===== src/hw/rtl/nrto_ram.sv =====
// generic single-write, single-read ram with registered read data
module nrto_ram #(
  parameter int WIDTH = 8,
  parameter int DEPTH = 16,
  localparam int AW = (DEPTH > 1) ? $clog2(DEPTH) : 1
) (
  input  logic             clk,
  input  logic             wr_en,
  input  logic [AW-1:0]    wr_addr,
  input  logic [WIDTH-1:0] wr_data,
  input  logic             rd_en,
  input  logic [AW-1:0]    rd_addr,
  output logic [WIDTH-1:0] rd_data
);

  logic [WIDTH-1:0] mem [DEPTH];

  always_ff @(posedge clk) begin
    if (wr_en) begin
      mem[wr_addr] <= wr_data;
    end
    if (rd_en) begin
      rd_data <= mem[rd_addr];
    end
  end

endmodule


===== config.mk =====
export PLATFORM = sky130hd
export DESIGN_NAME = nrto_ram
export DESIGN_NICKNAME = d
export VERILOG_FILES = /design/src/hw/rtl/nrto_ram.sv
export SDC_FILE = /design/constraint.sdc
export NUM_CORES = 1
export LEC_CHECK = 0
export BUFFER_PORTS_ARGS = -buffer_cell sky130_fd_sc_hd__buf_4
export CELL_PAD_IN_SITES_DETAIL_PLACEMENT = 1
export CELL_PAD_IN_SITES_GLOBAL_PLACEMENT = 2
export CORE_MARGIN = 1
export CORE_UTILIZATION = 45
export CTS_BUF_LIST = sky130_fd_sc_hd__clkbuf_4
export CTS_CLUSTER_SIZE = 12
export DETAILED_ROUTE_END_ITERATION = 8
export PLACE_DENSITY_LB_ADDON = 0.1
export SLEW_MARGIN = 20
export SYNTH_ARGS = -nofsm -noshare
export SYNTH_HDL_FRONTEND = slang
export SYNTH_SLANG_ARGS = --single-unit

===== constraint.sdc =====
create_clock -name clk -period 1.5 [get_ports clk]
set_input_delay 0.075 -clock clk [delete_from_list [all_inputs] [get_ports clk]]
set_output_delay 0.075 -clock clk [all_outputs]
set_load 0.05 [all_outputs]

==> flow_metrics.env <==
export IMPL_outcome="completed"
export IMPL_floorplan_initialDensity_pct=47.2
export IMPL_path_max_fanout=1
export IMPL_min_from="wr_addr[1]"
export IMPL_finalSetupViolCount=0
export IMPL_dp_cells=411
export IMPL_r2r_start="mem[2][3]"
export IMPL_synthDistinctLibCells=18
export IMPL_yosysMostFrequentCell="edfxtp_1"
export IMPL_cp_start_kind="flip-flop"
export IMPL_die_height_um=110
export IMPL_path_clk_slew_ns=0.11
export IMPL_numCtsBuffers=17
export IMPL_netlist_area_um2=5230
export IMPL_dp_hpwl_um=6900
export IMPL_hp_class="in2reg"
export IMPL_hold_viol=0
export IMPL_max_freq_mhz=675
export IMPL_ctsRootBufferMaster="clkbuf_4"
export IMPL_synth_async_reset_ratio_pct=0
export IMPL_syn_num_nets=248
export IMPL_drive_above_1_share_pct=33.7
export IMPL_pwr_share_comb_pct=7.0
export IMPL_cts_tree="built"
export IMPL_avgSynthCellArea_um2=22.8
export IMPL_drt_iter0_markers=148
export IMPL_net_switching_power_mw=1.55
export IMPL_path_cells="mux4_1 -> a22oi_1 -> nand2_1"
export IMPL_drtAntennaViolNets=0
export IMPL_clock_path_buffers=2
export IMPL_yosysWarningCount=0
export IMPL_yosysSeqAreaShare_pct=78.1
export IMPL_synth_seq_cells=136
export IMPL_synth_edf_count=136
export IMPL_via_count=2500
export IMPL_synth_compound_area_share_pct=2.30
export IMPL_slew_viol_final=0
export IMPL_slowest_delay_ns=0.50
export IMPL_final_nets=318
export IMPL_clock_skew_ns=0.0110
export IMPL_antenna_cells=0
export IMPL_gp_congestion=0.739
export IMPL_pwr_share_seq_pct=56.6
export IMPL_layout_area_overhead_vs_synth_pct=19.0
export IMPL_synthTopCellsByArea="edfxtp_1 78%, mux4_2 7.8%, mux4_1 7.0%"
export IMPL_worst_slew_pin_slew_ns=0.833
export IMPL_netlist_area_leader_share_pct=78.1
export IMPL_grt_pass1_wl_um=15700
export IMPL_cp_required_ns=1.78
export IMPL_die_w_um=110
export IMPL_n_fill_cell=975
export IMPL_vias_per_cell=5.53
export IMPL_total_leakage_power_nw=2.11
export IMPL_synth_cells=229
export IMPL_wl_per_cell_um=23.3
export IMPL_setup_worst_path_start="mem[2][3]"
export IMPL_muxShareOfSynthArea_pct=14.8
export IMPL_drt_total_wl_um=10500
export IMPL_clkPwrFrac_pct=36.4
export IMPL_dieArea_um2=12100
export IMPL_port_buffers=26
export IMPL_drt_pass1_iter_count=4
export IMPL_period_needed_ns=1.48
export IMPL_post_route_period_util_pct=98.8
export IMPL_path_class="reg2reg"
export IMPL_antenna_found_initial=0
export IMPL_synth_top_cell_by_area="edfxtp_1"
export IMPL_clock_latency_ns=0.51
export IMPL_num_io_pins=27
export IMPL_grt_use_total_pct=19.7
export IMPL_postLayoutCoreUtil_pct=56.2
export IMPL_synth_top_family_by_area="multiplexers"
export IMPL_worst_ir_drop_vdd_v=0.000523
export IMPL_h_tree_depth=4
export IMPL_grt_ovfl_total=0
export IMPL_core_area_um2=11100
export IMPL_netlist_top_cells_count="136 x edfxtp_1, 18 x mux4_2, 16 x a22oi_1, 14 x mux4_1, 13 x nor2_1"
export IMPL_relSlewSlack_pct=44.4
export IMPL_synth_xor_area_share_pct=0
export IMPL_max_cap_viol_count=0
export IMPL_whs_ns=0.0875
export IMPL_synth_fa_ha_area_share_pct=0
export IMPL_drc_errors=0
export IMPL_yosys_area_share_simple_pct=3.14
export IMPL_crit_arrival_ns=1.76
export IMPL_sw_frac_of_total_pct=20.4
export IMPL_tns_ns=0
export IMPL_regArea_um2=4080
export IMPL_rows=38
export IMPL_grt_setup_unrepaired="yes"
export IMPL_multi_input_area_um2=1080
export IMPL_grt_max_degree=17
export IMPL_finalNonFillerCells=452
export IMPL_totalPowerFinal_mw=7.60
export IMPL_ys_flop_type="edfxtp_1"
export IMPL_grt_pass1_vias=2605
export IMPL_power_density_nw_per_um2=1220
export IMPL_p_int_mw=6.05
export IMPL_cts_sinks=136
export IMPL_slowest_stage="mux4_1"
export IMPL_endpoint_kind="flip-flop"
layout by cell type (no fill, tap or decap):
master	count
nand2_2	1
clkbuf_4	21
mux4_1	14
nor2_1	13
nand3b_1	2
clkinv_1	4
buf_12	5
a22oi_2	4
and2_1	1
nor3_2	1
dlygate4sd3_1	9
edfxtp_1	136
mux4_2	18
nand3_1	1
and2b_1	1
buf_4	47
nand2_1	8
nor2b_1	1
or3b_2	1
a22oi_1	12
clkinv_2	1
bufinv_16	5
nor3_1	3
nand2b_1	2
clkinvlp_4	1
kinds of logic after synthesis:
group / Yosys count
DFF: 136
and+or+nand+nor: 35
muxes: 32
AOI/OAI and AO/OA: 16
buffers and inverters: 10
power groups by stage:
stage          logic, mW  clock network, mW  registers, mW
6_report           0.533               2.77           4.30
5_1_grt            0.572               2.97           4.31
4_1_cts            0.539               2.84           4.30
3_5_place_dp       0.515                  0           4.39
3_3_place_gp       0.507                  0           4.38
2_1_floorplan      0.216                  0           4.44
final timing paths:
kind,to,slack [ns],cells past startpoint
setup / recovery,rd_data[3],0.02,3
hold / removal,mem[0][5],0.09,3
setup reg to reg,rd_data[3],0.02,3
hold reg to reg,rd_data[3],0.76,3
state kept, by name (all words and copies together) (netlist names):
signal and flops:
rd_data 8, mem 128
worst max-delay path: cells and delay by family, from the launching register on:
kind	cells	cell delay, ns
compound gates	1	0.28
simple gates	1	0.08
flops	1	0.38
mux	1	0.50
per-layer routing:
metal	up-vias	global-route usage (%)	share of wire, %
met5	-	0	0
met4	0	7.71	1.4
met3	15	4.33	4.9
met2	76	30.7	47
met1	1288	27.2	46
li1	1121	-	-
cell type report:
class,count,area share [%]
flip-flops and latches,136,65.6
multi-input cells,83,17.4
repair buffers,61,8.73
clock inverters,11,2.86
well taps,140,2.82
clock buffers,21,2.53
metrics by stage:
| stage | worst slack (ns) | cell area [um2] |
|---|---|---|
| 3_3_place_gp | -0.218 | 5770 |
| 6_report | 0.0177 | 6220 |
| 4_1_cts | -0.0156 | 6210 |
| 2_1_floorplan | 0.143 | 5230 |
| 3_5_place_dp | -0.212 | 5770 |
| 5_1_grt | -0.0350 | 6220 |
timing repair:
item / CTS / global route
endpoints found under the hold margin: 136 / 0
gates resized for setup: 3 / 2
setup buffers: 0 / 0
pin swaps: 1 / 1
hold buffers: 9 / 0
endpoints found under the setup margin: 4 / 4
No activity file was read; power rests on OpenSTA's default activity.
